===== src/rtl/core/lru_key_value_cache_defines.svh =====
// ----------------------------------------------------------------------------
// LRU key-value cache assertion macros
// Shared concurrent assertion forms used by the cache RTL.
// ----------------------------------------------------------------------------
`ifndef LRU_KEY_VALUE_CACHE_DEFINES_SVH
`define LRU_KEY_VALUE_CACHE_DEFINES_SVH

// Condition that must hold at every clock edge outside reset.
`define LKVC_ASSERT_ALWAYS(label, clk, rst, cond, msg) \
   label: assert property (@(posedge clk) disable iff (rst) (cond)) \
      else $error(msg);

// Consequent that must hold in the same cycle as the antecedent.
`define LKVC_ASSERT_IMPLY(label, clk, rst, ante, cons, msg) \
   label: assert property (@(posedge clk) disable iff (rst) (ante) |-> (cons)) \
      else $error(msg);

`endif


===== src/rtl/core/lkvc_pkg.sv =====
// ----------------------------------------------------------------------------
// lkvc_pkg
// Types and constants shared by the LRU key-value cache modules.
// ----------------------------------------------------------------------------
package lkvc_pkg;

   localparam int DATA_W = 32;
   localparam int CAP_W  = 5;

   localparam logic [CAP_W-1:0]  CAP_RESET  = 5'd16;
   localparam logic [DATA_W-1:0] MISS_VALUE = 32'hFFFF_FFFF;

   localparam logic OP_GET = 1'b0;
   localparam logic OP_SET = 1'b1;

   typedef enum logic [1:0] {
      S_IDLE,
      S_LOOK,
      S_DONE
   } state_type;

   typedef struct packed {
      logic hit;
      logic evict;
   } dir_status_type;

endpackage


===== src/rtl/core/lkvc_channels.sv =====
// ----------------------------------------------------------------------------
// lkvc channels
// Valid/ready channel interfaces for requests, responses and the CSR write.
// ----------------------------------------------------------------------------
interface lkvc_req_if;
   logic                                 valid;
   logic                                 ready;
   logic                                 opcode;
   logic signed [lkvc_pkg::DATA_W-1:0]   key;
   logic signed [lkvc_pkg::DATA_W-1:0]   write_value;

   modport source (output valid, opcode, key, write_value, input ready);
   modport sink   (input valid, opcode, key, write_value, output ready);
endinterface

interface lkvc_rsp_if;
   logic                                 valid;
   logic                                 ready;
   logic                                 found;
   logic signed [lkvc_pkg::DATA_W-1:0]   read_value;
   logic                                 evicted;

   modport source (output valid, found, read_value, evicted, input ready);
   modport sink   (input valid, found, read_value, evicted, output ready);
endinterface

interface lkvc_csr_if;
   logic                                 valid;
   logic                                 ready;
   logic [lkvc_pkg::CAP_W-1:0]           capacity_in_use;

   modport source (output valid, capacity_in_use, input ready);
   modport sink   (input valid, capacity_in_use, output ready);
endinterface


===== src/rtl/core/lkvc_ram.sv =====
// ----------------------------------------------------------------------------
// lkvc_ram
// Generic single-write, single-read synchronous RAM with registered read.
// ----------------------------------------------------------------------------
module lkvc_ram #(
   parameter int WIDTH  = 32,
   parameter int DEPTH  = 16,
   parameter int ADDR_W = (DEPTH > 1) ? $clog2(DEPTH) : 1
) (
   input  logic              clock,
   input  logic              wr_en,
   input  logic [ADDR_W-1:0] wr_addr,
   input  logic [WIDTH-1:0]  wr_data,
   input  logic              rd_en,
   input  logic [ADDR_W-1:0] rd_addr,
   output logic [WIDTH-1:0]  rd_data
);

   logic [WIDTH-1:0] mem_ff [DEPTH];
   logic [WIDTH-1:0] rd_data_ff;

   always_ff @(posedge clock) begin
      if (wr_en) begin
         mem_ff[wr_addr] <= wr_data;
      end
      if (rd_en) begin
         rd_data_ff <= mem_ff[rd_addr];
      end
   end

   assign rd_data = rd_data_ff;

endmodule


===== src/rtl/core/lkvc_dir.sv =====
// ----------------------------------------------------------------------------
// lkvc_dir
// Key directory: parallel key compare, recency ranks, fill count and the
// choice of the entry that a lookup or update touches.
// ----------------------------------------------------------------------------
`include "lru_key_value_cache_defines.svh"

module lkvc_dir #(
   parameter int MAX_ENTRIES = 16,
   parameter int IDX_W       = (MAX_ENTRIES > 1) ? $clog2(MAX_ENTRIES) : 1
) (
   input  logic                                  clock,
   input  logic                                  reset,
   input  logic                                  look,
   input  logic                                  opcode,
   input  logic [lkvc_pkg::DATA_W-1:0]           key,
   input  logic [lkvc_pkg::CAP_W-1:0]            capacity,
   output logic [IDX_W-1:0]                      slot,
   output lkvc_pkg::dir_status_type              status
);

   localparam int CNT_W = $clog2(MAX_ENTRIES + 1);
   localparam int EW    = (CNT_W > lkvc_pkg::CAP_W) ? CNT_W : lkvc_pkg::CAP_W;

   logic [MAX_ENTRIES-1:0]                        valid_ff, valid_in;
   logic [MAX_ENTRIES-1:0][lkvc_pkg::DATA_W-1:0]  key_ff, key_in;
   logic [MAX_ENTRIES-1:0][IDX_W-1:0]             rank_ff, rank_in;
   logic [CNT_W-1:0]                              used_ff, used_in;

   logic [MAX_ENTRIES-1:0] match;
   logic [MAX_ENTRIES-1:0] victim_hot;
   logic [IDX_W-1:0]       hit_slot;
   logic [IDX_W-1:0]       free_slot;
   logic [IDX_W-1:0]       victim_slot;
   logic [IDX_W-1:0]       hit_rank;
   logic [IDX_W-1:0]       limit;
   logic [CNT_W-1:0]       last_full;
   logic [IDX_W-1:0]       last_rank;
   logic [EW-1:0]          cap_ext;
   logic [EW-1:0]          eff_cap;
   logic                   hit;
   logic                   room;
   logic                   fill;
   logic                   upd;
   logic                   age_all;

   always_comb begin
      match       = '0;
      victim_hot  = '0;
      hit_slot    = '0;
      victim_slot = '0;
      free_slot   = '0;
      last_full   = used_ff - CNT_W'(1);
      last_rank   = last_full[IDX_W-1:0];
      for (int i = 0; i < MAX_ENTRIES; i++) begin
         match[i]      = valid_ff[i] && (key_ff[i] == key);
         // ranks of valid entries form 0..used-1, so the oldest has used-1
         victim_hot[i] = valid_ff[i] && (rank_ff[i] == last_rank);
         if (match[i]) begin
            hit_slot = hit_slot | IDX_W'(i);
         end
         if (victim_hot[i]) begin
            victim_slot = victim_slot | IDX_W'(i);
         end
      end
      for (int i = MAX_ENTRIES - 1; i >= 0; i--) begin
         if (!valid_ff[i]) begin
            free_slot = IDX_W'(i);
         end
      end

      hit      = |match;
      hit_rank = rank_ff[hit_slot];

      // zero acts as one, anything above the store acts as the store size
      cap_ext = EW'(capacity);
      if (capacity == '0) begin
         eff_cap = EW'(1);
      end else if (cap_ext > EW'(MAX_ENTRIES)) begin
         eff_cap = EW'(MAX_ENTRIES);
      end else begin
         eff_cap = cap_ext;
      end
      room = EW'(used_ff) < eff_cap;

      status.hit   = hit;
      status.evict = (opcode == lkvc_pkg::OP_SET) && !hit && !room;
      fill         = (opcode == lkvc_pkg::OP_SET) && !hit && room;
      upd          = look && (hit || (opcode == lkvc_pkg::OP_SET));
      age_all      = !hit;
      limit        = hit_rank;

      if (hit) begin
         slot = hit_slot;
      end else if (room) begin
         slot = free_slot;
      end else begin
         slot = victim_slot;
      end

      valid_in = valid_ff;
      key_in   = key_ff;
      rank_in  = rank_ff;
      used_in  = used_ff;
      if (upd) begin
         for (int i = 0; i < MAX_ENTRIES; i++) begin
            if (IDX_W'(i) == slot) begin
               rank_in[i] = '0;
            end else if (valid_ff[i] && (age_all || (rank_ff[i] < limit))) begin
               rank_in[i] = rank_ff[i] + IDX_W'(1);
            end
         end
         if (!hit) begin
            key_in[slot] = key;
         end
         if (fill) begin
            valid_in[slot] = 1'b1;
            used_in        = used_ff + CNT_W'(1);
         end
      end
   end

   always_ff @(posedge clock) begin
      if (reset) begin
         valid_ff <= '0;
         rank_ff  <= '0;
         used_ff  <= '0;
      end else begin
         valid_ff <= valid_in;
         rank_ff  <= rank_in;
         used_ff  <= used_in;
      end
   end

   always_ff @(posedge clock) begin
      key_ff <= key_in;
   end

   `LKVC_ASSERT_ALWAYS(a_unique_key, clock, reset, $onehot0(match),
      "more than one entry holds the key")
   `LKVC_ASSERT_ALWAYS(a_fill_count, clock, reset,
      used_ff == CNT_W'($countones(valid_ff)), "fill count disagrees with valid entries")
   `LKVC_ASSERT_IMPLY(a_one_victim, clock, reset, look && status.evict,
      $onehot(victim_hot), "eviction without exactly one oldest entry")

endmodule


===== src/rtl/core/lru_key_value_cache.sv =====
// ----------------------------------------------------------------------------
// lru_key_value_cache
// Fully associative key-value cache with least-recently-used replacement.
// Requests pass through accept, lookup-update (with the registered value read)
//   and response load; only one request is in flight, so a new request is not
//   taken until the response is loaded into the output register.
// A finished response waits in the output register while the next request
//   is taken. Reset empties the cache and sets capacity_in_use to 16.
// ----------------------------------------------------------------------------
`include "lru_key_value_cache_defines.svh"

module lru_key_value_cache #(
   parameter int MAX_ENTRIES = 16
) (
   input  logic          clock,
   input  logic          reset,
   lkvc_req_if.sink      req_bus,
   lkvc_rsp_if.source    rsp_bus,
   lkvc_csr_if.sink      csr_bus
);

   localparam int IDX_W = (MAX_ENTRIES > 1) ? $clog2(MAX_ENTRIES) : 1;

   lkvc_pkg::state_type             state_ff, state_in;
   logic                            req_ready;
   logic                            look;
   logic                            load_rsp;

   logic                            op_ff;
   logic [lkvc_pkg::DATA_W-1:0]     key_ff;
   logic [lkvc_pkg::DATA_W-1:0]     wval_ff;
   logic                            hit_ff;
   logic                            evict_ff;
   logic [lkvc_pkg::CAP_W-1:0]      cap_ff, cap_in;

   logic                            rsp_valid_ff, rsp_valid_in;
   logic                            found_ff;
   logic [lkvc_pkg::DATA_W-1:0]     rval_ff;
   logic                            evicted_ff;

   logic [IDX_W-1:0]                slot;
   lkvc_pkg::dir_status_type        status;
   logic [lkvc_pkg::DATA_W-1:0]     ram_rdata;

   lkvc_dir #(
      .MAX_ENTRIES (MAX_ENTRIES)
   ) u_dir (
      .clock    (clock),
      .reset    (reset),
      .look     (look),
      .opcode   (op_ff),
      .key      (key_ff),
      .capacity (cap_ff),
      .slot     (slot),
      .status   (status)
   );

   lkvc_ram #(
      .WIDTH (lkvc_pkg::DATA_W),
      .DEPTH (MAX_ENTRIES)
   ) u_value_ram (
      .clock   (clock),
      .wr_en   (look && (op_ff == lkvc_pkg::OP_SET)),
      .wr_addr (slot),
      .wr_data (wval_ff),
      .rd_en   (look && (op_ff == lkvc_pkg::OP_GET)),
      .rd_addr (slot),
      .rd_data (ram_rdata)
   );

   always_comb begin
      state_in     = state_ff;
      req_ready    = 1'b0;
      look         = 1'b0;
      load_rsp     = 1'b0;
      rsp_valid_in = rsp_valid_ff;
      if (rsp_valid_ff && rsp_bus.ready) begin
         rsp_valid_in = 1'b0;
      end
      case (state_ff)
         lkvc_pkg::S_IDLE: begin
            req_ready = 1'b1;
            if (req_bus.valid) begin
               state_in = lkvc_pkg::S_LOOK;
            end
         end
         lkvc_pkg::S_LOOK: begin
            look     = 1'b1;
            state_in = lkvc_pkg::S_DONE;
         end
         lkvc_pkg::S_DONE: begin
            // hold until the output register is free
            if (!rsp_valid_ff || rsp_bus.ready) begin
               load_rsp     = 1'b1;
               rsp_valid_in = 1'b1;
               state_in     = lkvc_pkg::S_IDLE;
            end
         end
         default: begin
            state_in = lkvc_pkg::S_IDLE;
         end
      endcase

      cap_in = cap_ff;
      if (csr_bus.valid) begin
         cap_in = csr_bus.capacity_in_use;
      end
   end

   always_ff @(posedge clock) begin
      if (reset) begin
         state_ff     <= lkvc_pkg::S_IDLE;
         rsp_valid_ff <= 1'b0;
         cap_ff       <= lkvc_pkg::CAP_RESET;
      end else begin
         state_ff     <= state_in;
         rsp_valid_ff <= rsp_valid_in;
         cap_ff       <= cap_in;
      end
   end

   always_ff @(posedge clock) begin
      if (req_ready && req_bus.valid) begin
         op_ff   <= req_bus.opcode;
         key_ff  <= req_bus.key;
         wval_ff <= req_bus.write_value;
      end
      if (look) begin
         hit_ff   <= status.hit;
         evict_ff <= status.evict;
      end
      if (load_rsp) begin
         found_ff   <= hit_ff;
         evicted_ff <= evict_ff;
         rval_ff    <= ((op_ff == lkvc_pkg::OP_GET) && hit_ff) ? ram_rdata
                                                                : lkvc_pkg::MISS_VALUE;
      end
   end

   assign req_bus.ready      = req_ready;
   assign csr_bus.ready      = 1'b1;
   assign rsp_bus.valid      = rsp_valid_ff;
   assign rsp_bus.found      = found_ff;
   assign rsp_bus.read_value = rval_ff;
   assign rsp_bus.evicted    = evicted_ff;

   `LKVC_ASSERT_IMPLY(a_miss_value, clock, reset, rsp_valid_ff && !found_ff,
      rval_ff == lkvc_pkg::MISS_VALUE, "miss response without all-ones value")
   `LKVC_ASSERT_IMPLY(a_evict_miss, clock, reset, rsp_valid_ff && evicted_ff,
      !found_ff, "eviction reported on a hit")
   `LKVC_ASSERT_IMPLY(a_rsp_source, clock, reset, $rose(rsp_valid_ff),
      $past(state_ff == lkvc_pkg::S_DONE), "response raised outside the done state")

endmodule

===== src/flat_wrapper.sv =====
// flat-port wrapper written by rule: the top's interface ports become plain ports
module lru_key_value_cache_flat 
#(
   parameter int MAX_ENTRIES = 16
)
  (clock, reset, req_bus_valid, req_bus_opcode, req_bus_key, req_bus_write_value, req_bus_ready, rsp_bus_valid, rsp_bus_found, rsp_bus_read_value, rsp_bus_evicted, rsp_bus_ready, csr_bus_valid, csr_bus_capacity_in_use, csr_bus_ready);
  lkvc_req_if req_bus_i ();
  lkvc_rsp_if rsp_bus_i ();
  lkvc_csr_if csr_bus_i ();
  input  logic clock;
  input  logic reset;
  input wire logic [$bits(req_bus_i.valid)-1:0] req_bus_valid;
  input wire logic [$bits(req_bus_i.opcode)-1:0] req_bus_opcode;
  input wire logic [$bits(req_bus_i.key)-1:0] req_bus_key;
  input wire logic [$bits(req_bus_i.write_value)-1:0] req_bus_write_value;
  output wire logic [$bits(req_bus_i.ready)-1:0] req_bus_ready;
  output wire logic [$bits(rsp_bus_i.valid)-1:0] rsp_bus_valid;
  output wire logic [$bits(rsp_bus_i.found)-1:0] rsp_bus_found;
  output wire logic [$bits(rsp_bus_i.read_value)-1:0] rsp_bus_read_value;
  output wire logic [$bits(rsp_bus_i.evicted)-1:0] rsp_bus_evicted;
  input wire logic [$bits(rsp_bus_i.ready)-1:0] rsp_bus_ready;
  input wire logic [$bits(csr_bus_i.valid)-1:0] csr_bus_valid;
  input wire logic [$bits(csr_bus_i.capacity_in_use)-1:0] csr_bus_capacity_in_use;
  output wire logic [$bits(csr_bus_i.ready)-1:0] csr_bus_ready;
  assign req_bus_i.valid = req_bus_valid;
  assign req_bus_i.opcode = req_bus_opcode;
  assign req_bus_i.key = req_bus_key;
  assign req_bus_i.write_value = req_bus_write_value;
  assign req_bus_ready = req_bus_i.ready;
  assign rsp_bus_valid = rsp_bus_i.valid;
  assign rsp_bus_found = rsp_bus_i.found;
  assign rsp_bus_read_value = rsp_bus_i.read_value;
  assign rsp_bus_evicted = rsp_bus_i.evicted;
  assign rsp_bus_i.ready = rsp_bus_ready;
  assign csr_bus_i.valid = csr_bus_valid;
  assign csr_bus_i.capacity_in_use = csr_bus_capacity_in_use;
  assign csr_bus_ready = csr_bus_i.ready;
  lru_key_value_cache #(.MAX_ENTRIES(MAX_ENTRIES)) u_core (.clock(clock), .reset(reset), .req_bus(req_bus_i), .rsp_bus(rsp_bus_i), .csr_bus(csr_bus_i));
endmodule

===== config.mk =====
export PLATFORM = sky130hd
export DESIGN_NAME = lru_key_value_cache_flat
export DESIGN_NICKNAME = d
export VERILOG_FILES = /design/src/rtl/core/lkvc_pkg.sv /design/src/rtl/core/lkvc_channels.sv /design/src/rtl/core/lkvc_ram.sv /design/src/rtl/core/lkvc_dir.sv /design/src/rtl/core/lru_key_value_cache.sv /design/src/flat_wrapper.sv
export VERILOG_INCLUDE_DIRS = /design/src /design/src/rtl/core
export SDC_FILE = /design/constraint.sdc
export NUM_CORES = 2
export LEC_CHECK = 0
export BUFFER_PORTS_ARGS = -buffer_cell sky130_fd_sc_hd__buf_2
export CORE_ASPECT_RATIO = 0.5
export CORE_MARGIN = 2
export CORE_UTILIZATION = 40
export DETAILED_ROUTE_END_ITERATION = 7
export PLACE_DENSITY = 0.64
export SLEW_MARGIN = 20
export SYNTH_ARGS = -nofsm -noshare
export SYNTH_HDL_FRONTEND = slang
export SYNTH_SLANG_ARGS = --single-unit

===== constraint.sdc =====
create_clock -name clock -period 7.8 [get_ports clock]
set_input_delay 0.39 -clock clock [delete_from_list [all_inputs] [get_ports clock]]
set_output_delay 0.39 -clock clock [all_outputs]
set_load 0.005 [all_outputs]

==> metrics <==
cells after synthesis=3743; CP Cell Sequence=buf_4 -> xor2_1 -> nor4_1 -> nand4_1 -> or4_1 -> nand4_1 -> nor2_2 -> buf_4 -> mux2i_1 -> nand2_1 -> o21ai_0 -> o21ai_0 -> o21ai_1 -> buf_4 -> ha_1 -> or4b_2 -> a21oi_1 -> nand3_1 -> o221ai_1 -> nor4b_1 -> a21oi_1 -> nor2_1; most frequent cell after synthesis=edfxtp_1; area leader, netlist=edfxtp_1; critical hold path startpoint=req_bus_write_value[20]; GPL Wtd Cong=0.9246; power per cell area=230.6 nW/um^2; number of fillers in the final layout=11350; clk_lat worst skew=0.74 ns; LEAKAGE=20.13 nW; hold crit path type=in -> reg; WL per Instance=25.80 microns; sequential share of the synthesized area=68.26%; commonest cells in the synthesized netlist=edfxtp_1 (1157), xor2_1 (410), a22oi_1 (262); CP startpoint kind=register; GRT Residual Overflow=0; critical path arrival=7.11 ns; Core Rows=94; Tightest Pin Transition=1.160 ns; min Tclk post-route=6.448 ns; status=finished, final reports clean; root buffer cell=clkbuf_16; FFs w/ async S/R, synth=0%; unrepaired setup endpoints after global routing=false; top cell type's share of synthesized area=64.79%; number of flops mapped to enable cells by yosys=1157; Final ANT Viol Nets=0; 1st-iter DRT viols=3807; GRT Total Usage=21.69%; Avg Cell Area, Syn=14.33 sq um; Synth cell types=81; core area=132300 sq um; Synth area leaders=edfxtp_1 (65%), xor2_1 (6.7%), a22oi_1 (3.7%); CP bufs+invs=3; Die Height=262.9 microns; Crit-path slowest cell=edfxtp_1; pin count of the biggest net entering global routing=132; clk slew on worst S/H paths=0.07 ns; Peak supply drop=0.0002007 V; # DRC=0; Critical Path RT=8.46 ns; # clock sinks=1250; Seq cells post-synth=1250; CTS resizes=0; worst reg2reg setup slack=1.35 ns; Die X=521.8 microns; Tot Pwr=14.21 mW; initial core utilization=40.53%; CTS HTree Levels=3; die outline area=137200 sq um; number of post-CTS setup repair buffers=0; post-route clock skew=0.03533 ns; vias per cell=5.807; GR Util met3=3.008%; grt peak-use layer=met2; initial antenna violation count=4; Crit. End Element=register; Most Frequent Cell on Critical Path=buf_4; Top delay family on crit path=simple AND/OR/NAND/NOR gates; RR Endpoint=u_core.u_dir.rank_ff[8]; fin crit share=82.67%; post-layout util=46.59%; Post-Route WL=151700 microns; max-cap viol count=0; clock buffer depth=3; Mapped Nets=3888; R2R depth=22; dpl hpwl=92370 microns; Final Hold Fails=0; Most used DFF post-synth=edfxtp_1; WHS Path Cells=2; router iterations before antenna repair=6; CTS Buf Count=112; CP Max Fanout=25; Rel. slew slack=22.04%; CTS Hold Bufs=78; CTS tree=done; Synth Warn #=0; worst hold endpoint=u_core.wval_ff[20]; Max Fclk=155.1 MHz; I/O pin total=112; fraction of layout cells with a size suffix above 1=12.65%; M2 GR Usage=34.37%; vias in the first global route=33570; Area Growth Syn to Fin=14.96%; Slowest Stage Delay on Critical Path=0.79 ns; met1 Use GR=30.98%; Final Max Slew Viols=0; final net count=4147; n_diodes=0; critical setup path kind=reg -> reg; cell area after synthesis=53630 sq um; Final setup viols=0; first-pass GRT wire length=223300 microns; vias=34140; Port Buf Inserts=110; Critical R2R Launch=u_core.key_ff[26]; setup TNS=0 ns
through the flow:
stage / std cells / instance area (sq um) / setup WS [ns] / hold WS [ns]
5_1_grt: 5878 / 61650 / 0.9998 / 0.3284
2_1_floorplan: 3743 / 53630 / 0.3521 / 0.4003
3_5_place_dp: 5586 / 57100 / 1.538 / 0.4158
3_3_place_gp: 5586 / 57090 / 1.649 / 0.4147
4_1_cts: 5878 / 61650 / 1.513 / 0.3159
6_report: 5878 / 61650 / 1.352 / 0.3625
how the worst max path moves through the flow:
stage / startpoint / to / cells after the start
finish: u_core.key_ff[26] / u_core.u_dir.rank_ff[8] / 22
global route: u_core.key_ff[26] / u_core.u_dir.rank_ff[41] / 23
CTS: u_core.key_ff[26] / u_core.u_dir.rank_ff[56] / 22
detailed placement: u_core.key_ff[26] / u_core.u_dir.rank_ff[41] / 22
global placement: u_core.key_ff[26] / u_core.u_dir.rank_ff[62] / 21
floorplan: u_core.u_dir.used_ff[0] / u_core.u_dir.key_ff[160] / 15
flip-flops by register name (all words and copies together), names as in the netlist:
name and cells:
u_core.cap_ff 5, u_core.u_dir.rank_ff 64, u_core.rsp_bus.found 1, u_core.rsp_bus.evicted 1, u_core.rsp_bus.read_value 32, u_core.state_ff 2, u_core.evict_ff 1, u_core.u_dir.used_ff 5
u_core.u_value_ram.rd_data 32, u_core.u_dir.valid_ff 16, u_core.u_value_ram.mem_ff 512, u_core.key_ff 32, u_core.rsp_bus.valid 1, u_core.hit_ff 1, u_core.op_ff 1, u_core.wval_ff 32
u_core.u_dir.key_ff 512
power by group:
group	internal (mW)	leakage (nW)	total [mW]	switching, mW
Sequential	7.41	11.2	7.51	0.100
Clock	3.21	1.84	5.75	2.54
Combinational	0.323	7.10	0.954	0.631
kinds of logic after synthesis:
group                    count (synthesis)  synth area share, %
AO/OA/AOI/OAI                          699                8.481
XOR/XNOR                               569                9.527
adder cells (fa/ha/maj)                 70                1.633
buffers and inverters                  238                2.077
flip-flops                            1250                68.26
multiplexers                            25               0.5110
other                                    1             0.006993
AND/OR/NAND/NOR                        891                9.503
layout make-up:
cell class / count / area (sq um) / share of cell area, %
Multi-Input combinational cell: 2255 / 16180 / 26.24
Sequential cell: 1250 / 36610 / 59.38
Timing Repair Buffer: 344 / 2728 / 4.424
Clock inverter: 85 / 875.8 / 1.421
Tap cell: 1776 / 2222 / 3.604
Clock buffer: 129 / 2897 / 4.698
Inverter: 39 / 146.4 / 0.2375
cell usage in the layout, fill, tap and decap left out, types with 20 or more instances in the layout:
master	count
dlygate4sd3_1	78
or4_1	73
nor3_1	48
nor4b_1	20
buf_2	110
clkinv_1	30
xor2_1	410
a22oi_1	262
buf_4	138
inv_1	37
nand2_1	120
o211ai_1	23
nor4_1	146
edfxtp_1	1157
nand3_1	81
o21ai_0	72
nor2_1	108
clkinv_2	20
nand2b_1	69
a21oi_1	217
a31oi_1	22
nand4_1	86
xnor2_1	149
dfxtp_1	93
ha_1	70
nand4b_1	23
clkbuf_16	112
routing by layer:
metal,up-vias,wire length (microns)
li1,15040,-
met1,17350,65880
met2,1508,70340
met3,247,11290
met4,0,4139
met5,-,0
Note: power is estimated with default switching activity, not from simulation.
